$ cat config.mk
export PLATFORM = sky130hd
export DESIGN_NAME = ppg_heart_rate_estimator_core
export DESIGN_NICKNAME = d
export VERILOG_FILES = /design/src/hw/rtl/ppg_pkg.sv /design/src/hw/rtl/ppg_ram.sv /design/src/hw/rtl/ppg_div.sv /design/src/hw/rtl/ppg_queue.sv /design/src/hw/rtl/ppg_front.sv /design/src/hw/rtl/ppg_back.sv /design/src/hw/rtl/ppg_heart_rate_estimator_core.sv
export SDC_FILE = /design/constraint.sdc
export NUM_CORES = 1
export LEC_CHECK = 0
export ABC_AREA = 1
export BUFFER_PORTS_ARGS = -buffer_cell sky130_fd_sc_hd__buf_2
export CORE_ASPECT_RATIO = 0.5
export CORE_UTILIZATION = 30
export CTS_CLUSTER_SIZE = 16
export DETAILED_ROUTE_END_ITERATION = 12
export HOLD_SLACK_MARGIN = 0.12
export MAX_ROUTING_LAYER = met4
export PLACE_DENSITY = 0.5
export SYNTH_ARGS = -nofsm -noshare
export SYNTH_HDL_FRONTEND = slang
export SYNTH_SLANG_ARGS = --single-unit
$ cat constraint.sdc
create_clock -name clock -period 5.6 [get_ports clock]
set_input_delay 0.56 -clock clock [delete_from_list [all_inputs] [get_ports clock]]
set_output_delay 0.56 -clock clock [all_outputs]
set_load 0.1 [all_outputs]
$ cat src/hw/rtl/ppg_pkg.sv
// Shared types, widths, register indexes and constants for the PPG heart-rate estimator.
package ppg_pkg;

   localparam int IR_W        = 18;
   localparam int TIME_W      = 32;
   localparam int IVL_W       = 16;
   localparam int RATE_W      = 8;
   localparam int CSR_DATA_W  = 18;
   localparam int CSR_INDEX_W = 3;

   localparam int SMOOTH_DEPTH_DEF   = 8;
   localparam int INTERVAL_DEPTH_DEF = 4;

   localparam int RATE_NUM   = 60000;
   localparam int RATE_NUM_W = 16;
   localparam int BASE_SHIFT = 5;

   localparam int QUEUE_DEPTH = 2;
   localparam int QPTR_W      = $clog2(QUEUE_DEPTH);
   localparam int QCNT_W      = $clog2(QUEUE_DEPTH + 1);

   localparam logic [CSR_INDEX_W-1:0] CSR_FINGER_THRESHOLD = 3'd0;
   localparam logic [CSR_INDEX_W-1:0] CSR_PEAK_THRESHOLD   = 3'd1;
   localparam logic [CSR_INDEX_W-1:0] CSR_PEAK_HYSTERESIS  = 3'd2;
   localparam logic [CSR_INDEX_W-1:0] CSR_INTERVAL_MIN_MS  = 3'd3;
   localparam logic [CSR_INDEX_W-1:0] CSR_INTERVAL_MAX_MS  = 3'd4;
   localparam logic [CSR_INDEX_W-1:0] CSR_RATE_LOW_BOUND   = 3'd5;
   localparam logic [CSR_INDEX_W-1:0] CSR_RATE_HIGH_BOUND  = 3'd6;

   typedef struct packed {
      logic [IR_W-1:0]   ir_sample;
      logic [TIME_W-1:0] time_ms;
   } req_type;

   typedef struct packed {
      logic [RATE_W-1:0] rate_bpm;
      logic              finger_present;
      logic              beat_seen;
   } rsp_type;

   typedef struct packed {
      req_type item;
      logic    finger;
   } q_entry_type;

   typedef struct packed {
      logic [IR_W-1:0]   finger_threshold;
      logic [IR_W-1:0]   peak_threshold;
      logic [IR_W-1:0]   peak_hysteresis;
      logic [IVL_W-1:0]  interval_min_ms;
      logic [IVL_W-1:0]  interval_max_ms;
      logic [RATE_W-1:0] rate_low_bound;
      logic [RATE_W-1:0] rate_high_bound;
   } cfg_type;

   localparam cfg_type CFG_RESET = '{
      finger_threshold: 18'd50000,
      peak_threshold:   18'd800,
      peak_hysteresis:  18'd300,
      interval_min_ms:  16'd300,
      interval_max_ms:  16'd2000,
      rate_low_bound:   8'd30,
      rate_high_bound:  8'd200
   };

endpackage

$ cat src/hw/rtl/ppg_ram.sv
// Generic single-write, single-read RAM with a registered read port.
module ppg_ram #(
   parameter int WIDTH = 18,
   parameter int DEPTH = 8,
   parameter int AW    = (DEPTH > 1) ? $clog2(DEPTH) : 1
) (
   input  logic             clock,
   input  logic             we,
   input  logic [AW-1:0]    waddr,
   input  logic [WIDTH-1:0] wdata,
   input  logic [AW-1:0]    raddr,
   output logic [WIDTH-1:0] rdata
);

   logic [WIDTH-1:0] mem_ff [DEPTH];
   logic [WIDTH-1:0] rdata_ff;

   always_ff @(posedge clock) begin
      if (we) begin
         mem_ff[waddr] <= wdata;
      end
      rdata_ff <= mem_ff[raddr];
   end

   assign rdata = rdata_ff;

endmodule

$ cat src/hw/rtl/ppg_div.sv
// Iterative restoring divider that retires two quotient bits per cycle.
module ppg_div #(
   parameter int WIDTH = 16
) (
   input  logic             clock,
   input  logic             reset,
   input  logic             start,
   input  logic [WIDTH-1:0] dividend,
   input  logic [WIDTH-1:0] divisor,
   output logic             done,
   output logic [WIDTH-1:0] quotient
);

   localparam int STEPS = (WIDTH + 1) / 2;
   localparam int DW    = 2 * STEPS;
   localparam int CNT_W = (STEPS > 1) ? $clog2(STEPS) : 1;

   logic             busy_ff, busy_in;
   logic             done_ff, done_in;
   logic [CNT_W-1:0] cnt_ff, cnt_in;
   logic [DW-1:0]    dvd_ff, dvd_in;
   logic [DW-1:0]    dvs_ff, dvs_in;
   logic [DW-1:0]    rem_ff, rem_in;

   logic [DW:0]   r1, r1d, r2, r2d;
   logic          ge1, ge2;
   logic [DW-1:0] dvd1;

   // Two restoring steps per cycle.
   always_comb begin
      r1   = {rem_ff, dvd_ff[DW-1]};
      ge1  = (r1 >= {1'b0, dvs_ff});
      r1d  = ge1 ? (r1 - {1'b0, dvs_ff}) : r1;
      dvd1 = {dvd_ff[DW-2:0], ge1};
      r2   = {r1d[DW-1:0], dvd1[DW-1]};
      ge2  = (r2 >= {1'b0, dvs_ff});
      r2d  = ge2 ? (r2 - {1'b0, dvs_ff}) : r2;
   end

   always_comb begin
      busy_in = busy_ff;
      done_in = 1'b0;
      cnt_in  = cnt_ff;
      dvd_in  = dvd_ff;
      dvs_in  = dvs_ff;
      rem_in  = rem_ff;
      if (start) begin
         busy_in = 1'b1;
         cnt_in  = CNT_W'(STEPS - 1);
         dvd_in  = DW'(dividend);
         dvs_in  = DW'(divisor);
         rem_in  = '0;
      end else if (busy_ff) begin
         dvd_in = {dvd1[DW-2:0], ge2};
         rem_in = r2d[DW-1:0];
         cnt_in = cnt_ff - 1'b1;
         if (cnt_ff == '0) begin
            busy_in = 1'b0;
            done_in = 1'b1;
         end
      end
   end

   always_ff @(posedge clock) begin
      if (reset) begin
         busy_ff <= 1'b0;
         done_ff <= 1'b0;
      end else begin
         busy_ff <= busy_in;
         done_ff <= done_in;
      end
      cnt_ff <= cnt_in;
      dvd_ff <= dvd_in;
      dvs_ff <= dvs_in;
      rem_ff <= rem_in;
   end

   assign done     = done_ff;
   assign quotient = dvd_ff[WIDTH-1:0];

endmodule

$ cat src/hw/rtl/ppg_queue.sv
// Short FIFO that decouples the classifying front from the processing back.
module ppg_queue import ppg_pkg::*; (
   input  logic        clock,
   input  logic        reset,
   input  logic        push,
   input  q_entry_type push_entry,
   output logic        full,
   input  logic        pop,
   output logic        valid,
   output q_entry_type pop_entry
);

   q_entry_type        entries_ff [QUEUE_DEPTH];
   logic [QPTR_W-1:0]  wptr_ff, wptr_in;
   logic [QPTR_W-1:0]  rptr_ff, rptr_in;
   logic [QCNT_W-1:0]  count_ff, count_in;

   always_comb begin
      wptr_in  = wptr_ff;
      rptr_in  = rptr_ff;
      count_in = count_ff;
      if (push) begin
         wptr_in = (wptr_ff == QPTR_W'(QUEUE_DEPTH - 1)) ? '0 : wptr_ff + 1'b1;
      end
      if (pop) begin
         rptr_in = (rptr_ff == QPTR_W'(QUEUE_DEPTH - 1)) ? '0 : rptr_ff + 1'b1;
      end
      if (push && !pop) begin
         count_in = count_ff + 1'b1;
      end else if (pop && !push) begin
         count_in = count_ff - 1'b1;
      end
   end

   always_ff @(posedge clock) begin
      if (reset) begin
         wptr_ff  <= '0;
         rptr_ff  <= '0;
         count_ff <= '0;
      end else begin
         wptr_ff  <= wptr_in;
         rptr_ff  <= rptr_in;
         count_ff <= count_in;
      end
      if (push) begin
         entries_ff[wptr_ff] <= push_entry;
      end
   end

   assign full      = (count_ff == QCNT_W'(QUEUE_DEPTH));
   assign valid     = (count_ff != '0);
   assign pop_entry = entries_ff[rptr_ff];

endmodule

$ cat src/hw/rtl/ppg_front.sv
// Input stage: takes request beats, tags finger presence and feeds the queue.
module ppg_front import ppg_pkg::*; (
   input  logic            clock,
   input  logic            reset,
   input  logic            req_valid,
   output logic            req_stall,
   input  req_type         req_data,
   input  logic [IR_W-1:0] finger_threshold,
   output logic            push,
   output q_entry_type     push_entry,
   input  logic            q_full
);

   logic        valid_ff, valid_in;
   q_entry_type entry_ff, entry_in;
   logic        accept;

   assign req_stall = valid_ff && q_full;
   assign accept    = req_valid && !req_stall;

   always_comb begin
      valid_in = accept || (valid_ff && q_full);
      entry_in = entry_ff;
      if (accept) begin
         entry_in.item   = req_data;
         entry_in.finger = (req_data.ir_sample > finger_threshold);
      end
   end

   always_ff @(posedge clock) begin
      if (reset) begin
         valid_ff <= 1'b0;
      end else begin
         valid_ff <= valid_in;
      end
      entry_ff <= entry_in;
   end

   assign push       = valid_ff && !q_full;
   assign push_entry = entry_ff;

endmodule

$ cat src/hw/rtl/ppg_back.sv
// Processing sequencer: smoothing, baseline, peak detection, interval ring and rate.
module ppg_back import ppg_pkg::*; #(
   parameter int SMOOTH_DEPTH   = SMOOTH_DEPTH_DEF,
   parameter int INTERVAL_DEPTH = INTERVAL_DEPTH_DEF
) (
   input  logic        clock,
   input  logic        reset,
   input  cfg_type     cfg,
   input  logic        q_valid,
   input  q_entry_type q_entry,
   output logic        q_pop,
   output logic        rsp_valid,
   input  logic        rsp_stall,
   output rsp_type     rsp_data
);

   localparam int SPOS_W = (SMOOTH_DEPTH > 1) ? $clog2(SMOOTH_DEPTH) : 1;
   localparam int IPOS_W = (INTERVAL_DEPTH > 1) ? $clog2(INTERVAL_DEPTH) : 1;
   localparam int SSUM_W = IR_W + $clog2(SMOOTH_DEPTH);
   localparam int ISUM_W = IVL_W + $clog2(INTERVAL_DEPTH);
   localparam int DIV_W  = (IVL_W > RATE_NUM_W) ? IVL_W : RATE_NUM_W;
   localparam int BL_W   = IR_W + BASE_SHIFT;
   localparam int AC_W   = IR_W + 2;

   // Dividing a sum by a window depth is a multiply by the rounded-up
   // reciprocal and a shift; the extra shift bits keep it exact for every sum.
   localparam int SREC_SH = SSUM_W + $clog2(SMOOTH_DEPTH);
   localparam int SREC_W  = SSUM_W + 1;
   localparam int SPROD_W = SSUM_W + SREC_W;
   localparam logic [SREC_W-1:0] SREC_M = SREC_W'(((longint'(1) << SREC_SH) +
      longint'(SMOOTH_DEPTH) - 1) / longint'(SMOOTH_DEPTH));
   localparam int IREC_SH = ISUM_W + $clog2(INTERVAL_DEPTH);
   localparam int IREC_W  = ISUM_W + 1;
   localparam int IPROD_W = ISUM_W + IREC_W;
   localparam logic [IREC_W-1:0] IREC_M = IREC_W'(((longint'(1) << IREC_SH) +
      longint'(INTERVAL_DEPTH) - 1) / longint'(INTERVAL_DEPTH));

   localparam logic [2:0] ST_IDLE  = 3'd0;
   localparam logic [2:0] ST_SUM   = 3'd1;
   localparam logic [2:0] ST_SMEAN = 3'd2;
   localparam logic [2:0] ST_DET   = 3'd3;
   localparam logic [2:0] ST_IMEAN = 3'd4;
   localparam logic [2:0] ST_RATE  = 3'd5;
   localparam logic [2:0] ST_BASE  = 3'd6;

   logic [2:0]          state_ff, state_in;
   req_type             item_ff, item_in;
   logic [SPOS_W-1:0]   spos_ff, spos_in;
   logic                wrapped_ff, wrapped_in;
   logic [SSUM_W-1:0]   ssum_ff, ssum_in;
   logic [IR_W-1:0]     mean_ff, mean_in;
   logic [IR_W-1:0]     baseline_ff, baseline_in;
   logic                armed_ff, armed_in;
   logic [TIME_W-1:0]   prior_ff, prior_in;
   logic [IVL_W-1:0]    ring_ff [INTERVAL_DEPTH];
   logic [IVL_W-1:0]    ring_in [INTERVAL_DEPTH];
   logic [IPOS_W-1:0]   ipos_ff, ipos_in;
   logic [ISUM_W-1:0]   isum_ff, isum_in;
   logic [RATE_W-1:0]   rate_hold_ff, rate_hold_in;
   logic                beat_ff, beat_in;
   logic                out_valid_ff, out_valid_in;
   rsp_type             out_data_ff, out_data_in;

   logic                ram_we;
   logic [IR_W-1:0]     ram_rdata;
   logic                div_start;
   logic [DIV_W-1:0]    div_dividend, div_divisor, div_q;
   logic                div_done;
   logic                finish;
   logic [IR_W-1:0]     old_sample;
   logic [SPROD_W-1:0]  sprod;
   logic [IPROD_W-1:0]  iprod;
   logic [IVL_W-1:0]    imean;
   logic [BL_W-1:0]     bl_sum;
   logic signed [AC_W-1:0] ac, pk_lvl, rearm_lvl;
   logic [TIME_W-1:0]   dt;
   logic                in_band;

   ppg_ram #(
      .WIDTH (IR_W),
      .DEPTH (SMOOTH_DEPTH),
      .AW    (SPOS_W)
   ) u_window (
      .clock (clock),
      .we    (ram_we),
      .waddr (spos_ff),
      .wdata (item_ff.ir_sample),
      .raddr (spos_ff),
      .rdata (ram_rdata)
   );

   ppg_div #(
      .WIDTH (DIV_W)
   ) u_div (
      .clock    (clock),
      .reset    (reset),
      .start    (div_start),
      .dividend (div_dividend),
      .divisor  (div_divisor),
      .done     (div_done),
      .quotient (div_q)
   );

   always_comb begin
      old_sample = wrapped_ff ? ram_rdata : '0;
      sprod      = SPROD_W'(ssum_ff) * SPROD_W'(SREC_M);
      iprod      = IPROD_W'(isum_ff) * IPROD_W'(IREC_M);
      imean      = iprod[IREC_SH +: IVL_W];
      bl_sum     = {baseline_ff, {BASE_SHIFT{1'b0}}} - BL_W'(baseline_ff) + BL_W'(mean_ff);
      ac         = $signed({2'b00, mean_ff}) - $signed({2'b00, baseline_ff});
      pk_lvl     = $signed({2'b00, cfg.peak_threshold});
      rearm_lvl  = pk_lvl - $signed({2'b00, cfg.peak_hysteresis});
      dt         = item_ff.time_ms - prior_ff;
      in_band    = (dt >= TIME_W'(cfg.interval_min_ms)) && (dt <= TIME_W'(cfg.interval_max_ms));
   end

   always_comb begin
      state_in     = state_ff;
      item_in      = item_ff;
      spos_in      = spos_ff;
      wrapped_in   = wrapped_ff;
      ssum_in      = ssum_ff;
      mean_in      = mean_ff;
      baseline_in  = baseline_ff;
      armed_in     = armed_ff;
      prior_in     = prior_ff;
      ring_in      = ring_ff;
      ipos_in      = ipos_ff;
      isum_in      = isum_ff;
      rate_hold_in = rate_hold_ff;
      beat_in      = beat_ff;
      out_valid_in = out_valid_ff && rsp_stall;
      out_data_in  = out_data_ff;
      q_pop        = 1'b0;
      ram_we       = 1'b0;
      div_start    = 1'b0;
      div_dividend = '0;
      div_divisor  = '0;
      finish       = 1'b0;

      case (state_ff)
         ST_IDLE: begin
            if (q_valid && !out_valid_ff) begin
               q_pop   = 1'b1;
               item_in = q_entry.item;
               beat_in = 1'b0;
               if (!q_entry.finger) begin
                  // No finger: rate drops to zero and everything else freezes.
                  rate_hold_in = '0;
                  out_valid_in = 1'b1;
                  out_data_in  = '0;
               end else begin
                  state_in = ST_SUM;
               end
            end
         end
         ST_SUM: begin
            ssum_in      = ssum_ff - SSUM_W'(old_sample) + SSUM_W'(item_ff.ir_sample);
            ram_we       = 1'b1;
            if (spos_ff == SPOS_W'(SMOOTH_DEPTH - 1)) begin
               spos_in    = '0;
               wrapped_in = 1'b1;
            end else begin
               spos_in = spos_ff + 1'b1;
            end
            state_in     = ST_SMEAN;
         end
         ST_SMEAN: begin
            mean_in  = sprod[SREC_SH +: IR_W];
            state_in = ST_BASE;
         end
         ST_BASE: begin
            baseline_in = bl_sum[BL_W-1:BASE_SHIFT];
            state_in    = ST_DET;
         end
         ST_DET: begin
            if (!armed_ff && (ac > pk_lvl)) begin
               armed_in = 1'b1;
               beat_in  = 1'b1;
               prior_in = item_ff.time_ms;
               if (in_band) begin
                  ring_in[ipos_ff] = dt[IVL_W-1:0];
                  isum_in = isum_ff - ISUM_W'(ring_ff[ipos_ff]) + ISUM_W'(dt[IVL_W-1:0]);
                  ipos_in = (ipos_ff == IPOS_W'(INTERVAL_DEPTH - 1)) ? '0 : ipos_ff + 1'b1;
                  state_in     = ST_IMEAN;
               end else begin
                  finish = 1'b1;
               end
            end else begin
               if (armed_ff && (ac < rearm_lvl)) begin
                  armed_in = 1'b0;
               end
               finish = 1'b1;
            end
         end
         ST_IMEAN: begin
            if (imean == '0) begin
               finish = 1'b1;
            end else begin
               div_start    = 1'b1;
               div_dividend = DIV_W'(RATE_NUM);
               div_divisor  = DIV_W'(imean);
               state_in     = ST_RATE;
            end
         end
         ST_RATE: begin
            if (div_done) begin
               if ((div_q > DIV_W'(cfg.rate_low_bound)) &&
                   (div_q < DIV_W'(cfg.rate_high_bound))) begin
                  rate_hold_in = div_q[RATE_W-1:0];
               end
               finish = 1'b1;
            end
         end
         default: begin
            state_in = ST_IDLE;
         end
      endcase

      if (finish) begin
         out_valid_in                = 1'b1;
         out_data_in.rate_bpm        = rate_hold_in;
         out_data_in.finger_present  = 1'b1;
         out_data_in.beat_seen       = beat_in;
         state_in                    = ST_IDLE;
      end
   end

   always_ff @(posedge clock) begin
      if (reset) begin
         state_ff     <= ST_IDLE;
         spos_ff      <= '0;
         wrapped_ff   <= 1'b0;
         ssum_ff      <= '0;
         baseline_ff  <= '0;
         armed_ff     <= 1'b0;
         prior_ff     <= '0;
         ipos_ff      <= '0;
         isum_ff      <= '0;
         rate_hold_ff <= '0;
         out_valid_ff <= 1'b0;
         for (int i = 0; i < INTERVAL_DEPTH; i++) begin
            ring_ff[i] <= '0;
         end
      end else begin
         state_ff     <= state_in;
         spos_ff      <= spos_in;
         wrapped_ff   <= wrapped_in;
         ssum_ff      <= ssum_in;
         baseline_ff  <= baseline_in;
         armed_ff     <= armed_in;
         prior_ff     <= prior_in;
         ipos_ff      <= ipos_in;
         isum_ff      <= isum_in;
         rate_hold_ff <= rate_hold_in;
         out_valid_ff <= out_valid_in;
         ring_ff      <= ring_in;
      end
      item_ff     <= item_in;
      mean_ff     <= mean_in;
      beat_ff     <= beat_in;
      out_data_ff <= out_data_in;
   end

   assign rsp_valid = out_valid_ff;
   assign rsp_data  = out_data_ff;

endmodule

$ cat src/hw/rtl/ppg_heart_rate_estimator_core.sv
// Top level of the PPG heart-rate estimator: configuration registers and block wiring.
//
// Each request beat on req_data carries one 18-bit infrared sample and a
// millisecond timestamp. Exactly one response beat on rsp_data follows for
// every request, in order, carrying the current rate in beats per minute,
// a finger-present flag and a flag that marks a newly detected rising peak.
// Both channels use valid and stall; a beat moves on an edge where valid is
// high and stall is low. Registers are to be written only while nothing is
// in flight; the block itself does not enforce this. The front stage
// registers and classifies each request and hands it to a two-entry queue,
// so it keeps taking beats while the back end works. Without a finger, the
// back end registers a zero response as it pops the sample. With one, it
// steps through the window sum, mean, baseline and peak detection states,
// and a beat whose interval is in band also runs the ring mean and, unless
// that mean is zero, the radix-4 division of 60000 by it. The back end takes
// one sample at a time and pops the next only once its response is taken.
// Reset is synchronous and clears the configuration to its defaults, the
// filters, the interval ring and the held rate; no clearing pass is needed.
// When the receiver stalls, the response is held, the back end stops taking
// items, and once the queue fills req_stall rises.
module ppg_heart_rate_estimator_core import ppg_pkg::*; #(
   parameter int SMOOTH_DEPTH   = SMOOTH_DEPTH_DEF,
   parameter int INTERVAL_DEPTH = INTERVAL_DEPTH_DEF
) (
   input  logic                   clock,
   input  logic                   reset,
   input  logic                   req_valid,
   output logic                   req_stall,
   input  req_type                req_data,
   output logic                   rsp_valid,
   input  logic                   rsp_stall,
   output rsp_type                rsp_data,
   input  logic                   csr_we,
   input  logic [CSR_INDEX_W-1:0] csr_index,
   input  logic [CSR_DATA_W-1:0]  csr_wdata
);

   cfg_type     cfg_ff, cfg_in;
   logic        q_push, q_full, q_pop, q_valid;
   q_entry_type q_push_entry, q_pop_entry;

   // Registers are to be written only while the block is idle, so the back
   // end sees a stable configuration for every sample it processes.
   always_comb begin
      cfg_in = cfg_ff;
      if (csr_we) begin
         case (csr_index)
            CSR_FINGER_THRESHOLD: cfg_in.finger_threshold = csr_wdata[IR_W-1:0];
            CSR_PEAK_THRESHOLD:   cfg_in.peak_threshold   = csr_wdata[IR_W-1:0];
            CSR_PEAK_HYSTERESIS:  cfg_in.peak_hysteresis  = csr_wdata[IR_W-1:0];
            CSR_INTERVAL_MIN_MS:  cfg_in.interval_min_ms  = csr_wdata[IVL_W-1:0];
            CSR_INTERVAL_MAX_MS:  cfg_in.interval_max_ms  = csr_wdata[IVL_W-1:0];
            CSR_RATE_LOW_BOUND:   cfg_in.rate_low_bound   = csr_wdata[RATE_W-1:0];
            CSR_RATE_HIGH_BOUND:  cfg_in.rate_high_bound  = csr_wdata[RATE_W-1:0];
            default: begin
               // Writes to unused indexes are dropped.
            end
         endcase
      end
   end

   always_ff @(posedge clock) begin
      if (reset) begin
         cfg_ff <= CFG_RESET;
      end else begin
         cfg_ff <= cfg_in;
      end
   end

   // The front stage tags finger presence so the back end can skip the
   // filters for samples without a finger.
   ppg_front u_front (
      .clock            (clock),
      .reset            (reset),
      .req_valid        (req_valid),
      .req_stall        (req_stall),
      .req_data         (req_data),
      .finger_threshold (cfg_ff.finger_threshold),
      .push             (q_push),
      .push_entry       (q_push_entry),
      .q_full           (q_full)
   );

   ppg_queue u_queue (
      .clock      (clock),
      .reset      (reset),
      .push       (q_push),
      .push_entry (q_push_entry),
      .full       (q_full),
      .pop        (q_pop),
      .valid      (q_valid),
      .pop_entry  (q_pop_entry)
   );

   ppg_back #(
      .SMOOTH_DEPTH   (SMOOTH_DEPTH),
      .INTERVAL_DEPTH (INTERVAL_DEPTH)
   ) u_back (
      .clock     (clock),
      .reset     (reset),
      .cfg       (cfg_ff),
      .q_valid   (q_valid),
      .q_entry   (q_pop_entry),
      .q_pop     (q_pop),
      .rsp_valid (rsp_valid),
      .rsp_stall (rsp_stall),
      .rsp_data  (rsp_data)
   );

   // A response without a finger always reports a zero rate and no beat.
   a_no_finger_zero: assert property (@(posedge clock) disable iff (reset)
      rsp_valid && !rsp_data.finger_present |->
         (rsp_data.rate_bpm == '0) && !rsp_data.beat_seen)
      else $error("response without finger carries a rate or a beat");

   // The front stage never pushes into a full queue.
   a_queue_no_overflow: assert property (@(posedge clock) disable iff (reset)
      !(q_push && q_full))
      else $error("push into full queue");

   // Right after reset no response is pending and requests are taken.
   a_reset_clean: assert property (@(posedge clock)
      reset |=> !rsp_valid && !req_stall)
      else $error("block not clean after reset");

   // The back end only takes an item from a non-empty queue, with no response pending.
   a_pop_nonempty: assert property (@(posedge clock) disable iff (reset)
      q_pop |-> q_valid && !rsp_valid)
      else $error("pop from empty queue or with a response pending");

endmodule

== Word-level counts from Yosys, hierarchy flattened ==
Memories as Yosys holds them, arrays and structs flattened. A register that Yosys moved wholly into a read port is not among the register bits.
Index checks and enable logic that the tools add are counted.
W data, S select, Z words.

* Latch bits: 0
* Logic and storage cells: 209
* Bits in read-only memories: 0
* Memory bits (writable): 246
* Output and inout port bits: 12
* Input bits: 76
* Flip-flop bits (word level): 462
* Memories: 2

* Divide/modulo/power cells: 0
* $add $sub $neg: 18
* Order comparisons: 11
* Multipliers: 0
* Multiplexer cells: 63
* Bitwise gates (word level): 5
* Shift operators: 0
* Reductions and logical operators: 47
* Equality and inequality tests: 21

{| class="wikitable"
|+ Memory list
! memory !! depth !! bits a word !! read ports !! clocked after memory_dff !! wr ports !! line !! RTL
|-
| u_back.u_window.mem_ff || 8 || 18 || 1 || 1 || 1 || ppg_ram.sv:15 || <nowiki>logic [WIDTH-1:0] mem_ff [DEPTH];</nowiki>
|-
| u_queue.entries_ff || 2 || 51 || 1 || 1 || 1 || ppg_queue.sv:13 || <nowiki>q_entry_type entries_ff [QUEUE_DEPTH];</nowiki>
|}

{| class="wikitable"
|+ Operators by type and width
! operator !! number
|-
| $mux W16 || 9
|-
| $bwmux W64 || 1
|-
| $mux W10 || 4
|-
| $sub A18 B18 Y19 || 2
|-
| $ge A17 B16 Y1 || 2
|-
| $bmux W16 S2 || 1
|-
| $demux W16 S2 || 1
|-
| $ge A32 B16 Y1 || 1
|-
| $le A32 B16 Y1 || 1
|-
| $mux W8 || 4
|-
| $sub A16 B16 Y16 || 2
|-
| $sub A32 B32 Y32 || 1
|-
| $mux W1 || 29
|-
| $add A23 B18 Y23 || 1
|-
| $sub A23 B18 Y23 || 1
|-
| $reduce_and A2 Y1 || 11
|-
| $add A21 B18 Y21 || 1
|-
| $eq A3 B3 Y1 const B || 7
|-
| $pmux W3 S7 || 1
|-
| $sub A21 B18 Y21 || 1
|-
| $gt A20 B19 Y1 || 1
|-
| $lt A20 B20 Y1 || 1
|-
| $add A18 B16 Y18 || 1
|-
| $gt A18 B18 Y1 || 1
|-
| 33 further kinds || 80
|}

== Longest topological paths before layout ==
Gate-level depths: netlist (run 1).

* Depth after elaboration: 8
* Gate-level depth with buffers: 32
* Depth with buffers taken out: 30

== By module ==
From an unflattened synthesis (run 1), not the netlist that was laid out.

* Cell total of the unflattened synthesis: 4986
* Area, all modules: 41183.2 µm²

{| class="wikitable"
|+ Modules (own cells, without submodules)
! module !! cells an instance !! times used !! area an instance (µm²) !! seq. area each (µm²)
|-
| ppg_back || 2825 || 1 || 19982.9 || 5795.6
|-
| ppg_ram || 657 || 1 || 6737.7 || 4684.5
|-
| ppg_div || 605 || 1 || 4225.3 || 1381.3
|-
| ppg_queue || 192 || 1 || 4162.7 || 3163.0
|-
| ppg_heart_rate_estimator_core || 559 || 1 || 3960.0 || 2042.0
|-
| ppg_front || 148 || 1 || 2114.5 || 1551.5
|}

== Worst setup path before layout (run 1) ==
Ideal clock, no wire load.

* Path type: flip-flop to flip-flop
* From: register u_back.out_valid_ff, in the netlist u_back.rsp_valid
* To: register u_queue.count_ff[1]
* Path buffers: 0
* Data required time: 5.478 ns
* Period minus slack after synthesis: 4.535 ns
* Setup slack: 1.065 ns
* Arrival time: 4.413 ns
* Stages on the path, launching flop included: 10
* Setup time: 0.122 ns
* Cell sequence: dfxtp_1 -> a21oi_1 -> inv_1 -> nor2_1 -> inv_1 -> ha_1 -> a21oi_1 -> o21ai_0 -> o21ai_0 -> a21oi_1

* Cells in the longest elaborated chain, start to end: 7
* Elaborated cells between the ends (all ways): 9
* Those cells by class: mux: 3; reduce/logical: 6

{| class="wikitable"
|+ Ends and longest elaborated chain
! item !! line !! RTL
|-
| from (decl) || ppg_back.sv:61 || <nowiki>logic out_valid_ff, out_valid_in;</nowiki>
|-
| from (signal assigned) || ppg_back.sv:256 || <nowiki>out_valid_ff <= out_valid_in;</nowiki>
|-
| $logic_not A1 Y1 * || ppg_back.sv:143 || <nowiki>if (q_valid && !out_valid_ff) begin</nowiki>
|-
| $logic_and A1 B1 Y1 * || ppg_back.sv:143 ||
|-
| $mux W1 * || ppg_back.sv:143 ||
|-
| $mux W1 * || ppg_back.sv:141 || <nowiki>case (state_ff)</nowiki>
|-
| net q_pop || ppg_heart_rate_estimator_core.sv:39 || <nowiki>logic q_push, q_full, q_pop, q_valid;</nowiki>
|-
| $logic_not A1 Y1 || ppg_queue.sv:28 || <nowiki>if (push && !pop) begin</nowiki>
|-
| $logic_and A1 B1 Y1 || ppg_queue.sv:28 ||
|-
| $mux W2 or $reduce_bool A2 Y1 (tied branches) || -- ||
|-
| to (signal assigned) || ppg_queue.sv:43 || <nowiki>count_ff <= count_in;</nowiki>
|-
| to (decl) || ppg_queue.sv:16 || <nowiki>logic [QCNT_W-1:0] count_ff, count_in;</nowiki>
|}

The timed path passes the listed nets; every way through them passes the cells marked *.
A chain may end at the register's enable or synchronous reset.

== Final worst setup path (run 1) ==
* From: register u_back.mean_ff[3]
* To: register u_back.ring_ff[29] (netlist bit)

* Cells in the longest elaborated chain, start to end: 4

{| class="wikitable"
|+ Ends and longest elaborated chain
! item !! line !! RTL
|-
| from (decl) || ppg_back.sv:51 || <nowiki>logic [IR_W-1:0] mean_ff, mean_in;</nowiki>
|-
| from (signal assigned) || ppg_back.sv:260 || <nowiki>mean_ff <= mean_in;</nowiki>
|-
| $sub A18 B18 Y19 || ppg_back.sv:110 || <nowiki>ac = $signed({2'b00, mean_ff}) - $signed({2'b00, baseline_ff});</nowiki>
|-
| $gt A20 B19 Y1 || ppg_back.sv:177 || <nowiki>if (!armed_ff && (ac > pk_lvl)) begin</nowiki>
|-
| $logic_and A1 B1 Y1 || ppg_back.sv:177 ||
|-
| $reduce_and A3 Y1 (no line) || -- ||
|-
| to (signal assigned) || ppg_back.sv:257 || <nowiki>ring_ff <= ring_in;</nowiki>
|-
| to (decl) || ppg_back.sv:55 || <nowiki>logic [IVL_W-1:0] ring_ff [INTERVAL_DEPTH];</nowiki>
|}

Every way passes these cells.

==> flow_summary.toml, run 1 <==
[synth]
synth_enable_flop_cells = 406
synth.ff_latch_count = 727
synth_fp_nets = 4687
synth_cells = 4286
synthMuxAreaShare_pct = 1.46
synth_compound_area_share_pct = 12.8
postSynthAreaPerCell_sq_um = 8.98
synth_top_family_by_area = "simple AND/OR/NAND/NOR gates"
ys_warn_count = 0
synthXorXnorAreaFrac_pct = 2.59
syn_area_sq_um = 38500
synth_async_sr_flop_share_pct = 0
synth_cell_type_count = 57
synthAdderAreaFrac_pct = 11.6
synthFlopType = "edfxtp_1"
synth-simple-area-share_pct = 15.2
ys_seq_area_share_pct = 48.4

[clock_tree]
cts_buffers = 75
cts_max_level = 3
clock_latency_ns = 0.68
ctsLongestPathBuffers = 3
root_buffer = "clkbuf_16"
cts.sinks = 727
cts_tree = "built"
cts.clk_slew.worst_paths_ns = 0.06

[critical_path]
cp-start-kind = "register"
path_max_fanout = 16
cp_data_arrival_time_ns = 5.67
end_kind = "register"
max_stage_delay_ns = 0.53
path_class = "reg2reg"
cp_num_buf_inv = 1
crit_family = "simple AND/OR/NAND/NOR gates"
cp.required_ns = 6.10
cpMostUsedCell = "nand2_1"
critPathSlowestCell = "nand2_1"

[place]
dpl_worst_slack_ns = 0.394
port_buffers = 87
hpwl_um = 74900
globalplace.congestion = 0.924

[sta]
grt_setup_unrepaired = "no"
setup_ws_ns = 0.430
hold_viol = 0
fin_crit_ns = 5.17
clock.fmax_mhz = 193
finalSetupViolations = 0
slew_headroom_pct = 17.7
drv_slew = 0
tightest_slew_ns = 1.23
period_share_pct = 92.3
clock_skew_ns = 0.0298
tns_ns = 0

[global_route]
grt_max_degree = 92
grt_use_total_pct = 16.2
overflow = 0
grt_pass1_vias = 28600
antenna_found_initial = 2
grt_pass1_wl_um = 161000

[die]
start_util_pct = 30.4
die_h_um = 255
die_w_um = 509
io_pins = 88
dieArea_sq_um = 130000
row_count = 92
core_area_sq_um = 127000

[detailed_routing]
drcViolationCount = 0
dr_total_vias = 29400
detail-route-antenna-nets = 0
routed_wl_um = 102000
first_pass_iters = 5
via_per_inst = 4.74
wl_per_cell_um = 16.5
drt_iter0_drc = 1789

[job]
drv_cap = 0

[min_path]
hold_path_class = "in2reg"

[final_layout]
nNetsFinal = 4843
n_fill_cell = 13000
layout-drive-gt1-share_pct = 7.90
area_growth_pct = 14.5
ff_latch_area_sq_um = 18600
multiInputGateArea_sq_um = 16900

[run_status]
status = "completed"

[power_and_ir_drop]
p_int_w = 0.0131
power_density_nw_per_um2 = 514
irDropWorstVdd_v = 0.000339
p_leak_nw = 18.5
power.switching_w = 0.00951
clkPwrFrac_pct = 22.8
seq_power_share_pct = 31.0
swShare_pct = 42.0
p_comb_share_pct = 46.2
-- repair_timing --
action | CTS | global route
endpoints found under the hold margin | 51 | 0
buffers inserted | 0 | 2
hold buffers | 51 | 0
gates resized for setup | 0 | 3
setup endpoints to repair | 0 | 36
-- final timing paths --
kind                                    from                         endpoint  slack, ns  cells past startpoint
max              u_back.mean_ff[3]$_DFFE_PN_  u_back.ring_ff[29]$_SDFFE_PP0P_       0.43                     27
min                             csr_wdata[9]          cfg_ff[25]$_SDFFE_PP1P_       0.24                      3
max reg2reg      u_back.mean_ff[3]$_DFFE_PN_  u_back.ring_ff[29]$_SDFFE_PP0P_       0.43                     27
min reg2reg  u_back.ssum_ff[11]$_SDFFE_PP0P_      u_back.mean_ff[8]$_DFFE_PN_       0.43                      0
-- power by group through the flow --
stage / Combinational (W) / Sequential (W) / Clock, W
2_1_floorplan: 0.00721 / 0.00719 / 0
3_3_place_gp: 0.0103 / 0.00713 / 0
3_5_place_dp: 0.0104 / 0.00714 / 0
4_1_cts: 0.0105 / 0.00703 / 0.00532
5_1_grt: 0.0119 / 0.00710 / 0.00553
6_report: 0.0105 / 0.00702 / 0.00516
-- stage by stage --
step	std cells	util [%]	hold WS [ns]	cell area [sq um]	power, W
after floorplan	4286	-	0.408	38500	0.0144
after global placement	6004	32.4	0.419	41000	0.0174
after detailed placement	6004	32.4	0.419	41000	0.0175
after CTS	6194	34.8	0.192	44000	0.0228
after global routing	6198	34.8	0.213	44100	0.0245
final	6198	34.8	0.245	44100	0.0226
-- cells in the final DEF (no fill, tap or decap), types with 50 or more instances in the layout --
cell type      Yosys  final
clkbuf_16          0     77
nand2_1          853    851
o21ai_0          248    247
dlygate4sd3_1      0     51
buf_4              3     57
xor2_1            69     69
ha_1             270    270
nand4_1           58     58
a21oi_1          423    423
nor2_1           226    216
edfxtp_1         406    406
nand3_1          176    176
fa_1              55     55
buf_2              8     86
dfxtp_1          321    320
mux2_2            50     50
inv_1            666    664
-- logic make-up after synthesis --
logic type	after synthesis
compound gates	873
simple gates	1399
flops	727
xor+xnor	114
mux	50
buf+inv	798
fa+ha+maj	325
-- cell type report --
type | count | share of cell area, %
antenna | 2 | 0.0114
clock buffer | 106 | 4.82
clock inverter | 33 | 0.860
inverter | 681 | 5.81
multi-input combinational | 2761 | 38.3
sequential | 727 | 42.2
tap | 1692 | 4.80
timing repair buffer | 196 | 3.18
-- routing by layer --
layer / up-vias / wire [um] / track usage [%] / part of all wire (%)
met1: 14000 / 50800 / 22.1 / 50
met2: 522 / 45800 / 25.2 / 45
met5: - / 0 / - / 0
met4: 0 / 1850 / 3.47 / 1.8
li1: 14700 / - / - / -
met3: 114 / 3970 / 2.51 / 3.9
-- registers in the layout, summed over array words and instances, names as in the netlist, 10 cells and up, named ones only --
signal and count:
u_back.prior_ff 32, u_back.baseline_ff 18, u_back.u_div.quotient 16, u_back.u_div.rem_ff 16
u_back.isum_ff 18, u_queue.entries_ff 102, u_back.mean_ff 18, u_back.u_window.mem_ff 144
u_back.item_ff 50, u_front.push_entry 51, u_back.ssum_ff 21, u_back.u_div.dvs_ff 16
u_back.ring_ff 64, u_back.u_window.rdata 18, u_back.rsp_data 10, cfg_ff 102
-- cell usage after synthesis (58+ instances only) --
| cell | instances | area, sq um |
|---|---|---|
| nor2_1 | 226 | 848 |
| a21oi_1 | 423 | 2120 |
| nand3_1 | 176 | 881 |
| ha_1 | 270 | 3380 |
| nand2_1 | 853 | 3200 |
| o21ai_0 | 248 | 1240 |
| nand4_1 | 58 | 363 |
| clkbuf_1 | 92 | 345 |
| xor2_1 | 69 | 604 |
| inv_1 | 666 | 2500 |
| edfxtp_1 | 406 | 12200 |
| dfxtp_1 | 321 | 6430 |
-- worst min-delay path: cells and delay by family --
family	cells	cell delay [ns]
AND/OR/NAND/NOR	1	0.07
buffers and inverters	1	0.16
AO/OA/AOI/OAI	1	0.07
Power figures use the tool's default switching activity.
==> inputs of run 2 (changes only) <==
- RECOVER_POWER: not set -> 50
==> flow_summary.toml, run 2 (synthesized netlist as in run 1, its figures left out) <==
[global_route]
overflow = 0
grt_use_total_pct = 16.2
grt_pass1_vias = 28600
grt_pass1_wl_um = 161000
grt_max_degree = 92
antenna_found_initial = 2

[sta]
drv_slew = 300
fin_crit_ns = 5.16
hold_viol = 0
tns_ns = 0
tightest_slew_ns = 3.21
clock.fmax_mhz = 194
finalSetupViolations = 0
grt_setup_unrepaired = "no"
slew_headroom_pct = -114
period_share_pct = 92.2
clock_skew_ns = 0.0305

[place]
globalplace.congestion = 0.924
hpwl_um = 74900
port_buffers = 87

[clock_tree]
cts_tree = "built"
cts.clk_slew.worst_paths_ns = 0.06
ctsLongestPathBuffers = 3
clock_latency_ns = 0.68
cts_buffers = 75
cts.sinks = 727
root_buffer = "clkbuf_16"
cts_max_level = 3

[final_layout]
largest_register = "u_back.u_window.mem_ff"
fin_util_pct = 34.8
nNetsFinal = 4843
final_cell_mix = "nand2_1 (851), inv_1 (666), a21oi_1 (423)"
layout_commonest_cell = "nand2_1"
largest_reg_flops = 144
largestRegisters = "u_back.u_window.mem_ff (144), cfg_ff (102), u_queue.entries_ff (102)"
area_growth_pct = 14.3
layout-drive-gt1-share_pct = 6.93
n_fill_cell = 13000

[detailed_routing]
detail-route-antenna-nets = 0
wl_per_cell_um = 16.5
drcViolationCount = 0
routed_wl_um = 102000
first_pass_iters = 5
drt_iter0_drc = 1869
dr_total_vias = 29300
via_per_inst = 4.73

[power_and_ir_drop]
irDropWorstVdd_v = 0.000340
p_leak_nw = 18.4
power_density_nw_per_um2 = 515

[critical_path]
cp_num_buf_inv = 1
path_class = "reg2reg"
cp_data_arrival_time_ns = 5.67
end_kind = "register"
worstRegToRegCells = 27
cp-start-kind = "register"
cp.required_ns = 6.11
cpMostUsedCell = "nand2_1"
r2r_end = "u_back.ring_ff[29]$_SDFFE_PP0P_"
r2r-start = "u_back.mean_ff[3]$_DFFE_PN_"
max_stage_delay_ns = 0.51
critPathSlowestCell = "nand2_1"
reg2reg_slack_ns = 0.44
crit_family = "simple AND/OR/NAND/NOR gates"
path_max_fanout = 16

[die]
io_pins = 88
start_util_pct = 30.4
die_h_um = 255
dieArea_sq_um = 130000
row_count = 92
die_w_um = 509
core_area_sq_um = 127000

[min_path]
hold_path_depth = 3
hp-start = "csr_wdata[9]"
hold_end = "cfg_ff[25]$_SDFFE_PP1P_"
hold_path_class = "in2reg"

[run_status]
violations = "capacitance limit, slew limit"
status = "finished, violations left"

[job]
drv_cap = 7
[run 2: cell types whose count changed in the layout (fill, tap and decap cells not counted), sizes merged]
cell / change
buf: -31
clkbuf: +31
clkinvlp: +1
inv: -1
[run 2: per-stage QoR]
step	area, sq um	std cells	hold WS, ns	power [W]	setup WS, ns
after floorplan	38500	4286	0.408	0.0144	1.06
after global placement	41000	6004	0.419	0.0174	0.434
after detailed placement	41000	6004	0.419	0.0175	0.394
after CTS	44000	6194	0.192	0.0228	0.358
after global routing	44000	6198	0.213	0.0245	0.0152
final	44000	6198	0.245	0.0227	0.436
[run 2: where the power goes]
part	switching [W]	internal (W)
sequential	0.000457	0.00657
combinational	0.00681	0.00365
clock	0.00225	0.00292
total	0.00952	0.0131
[run 2: worst max path at each step]
stage / startpoint / end / slack, ns / cells past startpoint
CTS: u_back.u_div.dvs_ff[1]$_SDFFCE_PN0P_ / u_back.u_div.rem_ff[9]$_SDFFE_PP0P_ / 0.36 / 26
global placement: u_back.u_div.dvs_ff[1]$_SDFFCE_PN0P_ / u_back.u_div.rem_ff[9]$_SDFFE_PP0P_ / 0.43 / 26
floorplan: u_back.rsp_valid$_SDFF_PP0_ / u_queue.count_ff[1]$_SDFFE_PP0P_ / 1.06 / 9
finish: u_back.mean_ff[3]$_DFFE_PN_ / u_back.ring_ff[29]$_SDFFE_PP0P_ / 0.44 / 27
detailed placement: u_back.u_div.dvs_ff[1]$_SDFFCE_PN0P_ / u_back.u_div.rem_ff[9]$_SDFFE_PP0P_ / 0.39 / 26
global route: u_back.baseline_ff[3]$_SDFFE_PP0P_ / u_back.ring_ff[21]$_SDFFE_PP0P_ / 0.02 / 28
[run 2: worst reg2reg max path: cells and delay by family (launching register included)]
family                   cells  cell delay, ns
buffers and inverters        1            0.05
AO/OA/AOI/OAI                7            1.42
adder cells (fa/ha/maj)      3            0.88
AND/OR/NAND/NOR             16            2.22
flip-flops                   1            0.42
[run 2: timing repair]
item	4_1_cts	5_1_grt
endpoints found under the setup margin	0	36
setup buffers	0	2
endpoints found under the hold margin	51	0
gates resized for setup	0	3
hold buffers	51	0
[run 2: routing by layer]
metal | GRT usage [%] | vias to the layer above | wire length [um]
li1 | - | 14700 | -
met1 | 22.1 | 14000 | 50900
met2 | 25.2 | 490 | 45700
met3 | 2.51 | 111 | 3920
met4 | 3.47 | 0 | 1820
met5 | - | - | 0
[run 2: area by class of cell]
cell class              instances  area, sq um  share of cell area (%)
flip-flops and latches        727        18600                    42.3
clock buffers                 106         2130                    4.83
repair buffers                196         1350                    3.07
inverters                     681         2560                    5.81
diodes                          2         5.00                  0.0114
clock inverters                33          379                   0.861
multi-input cells            2761        16900                    38.3
well taps                    1692         2120                    4.81
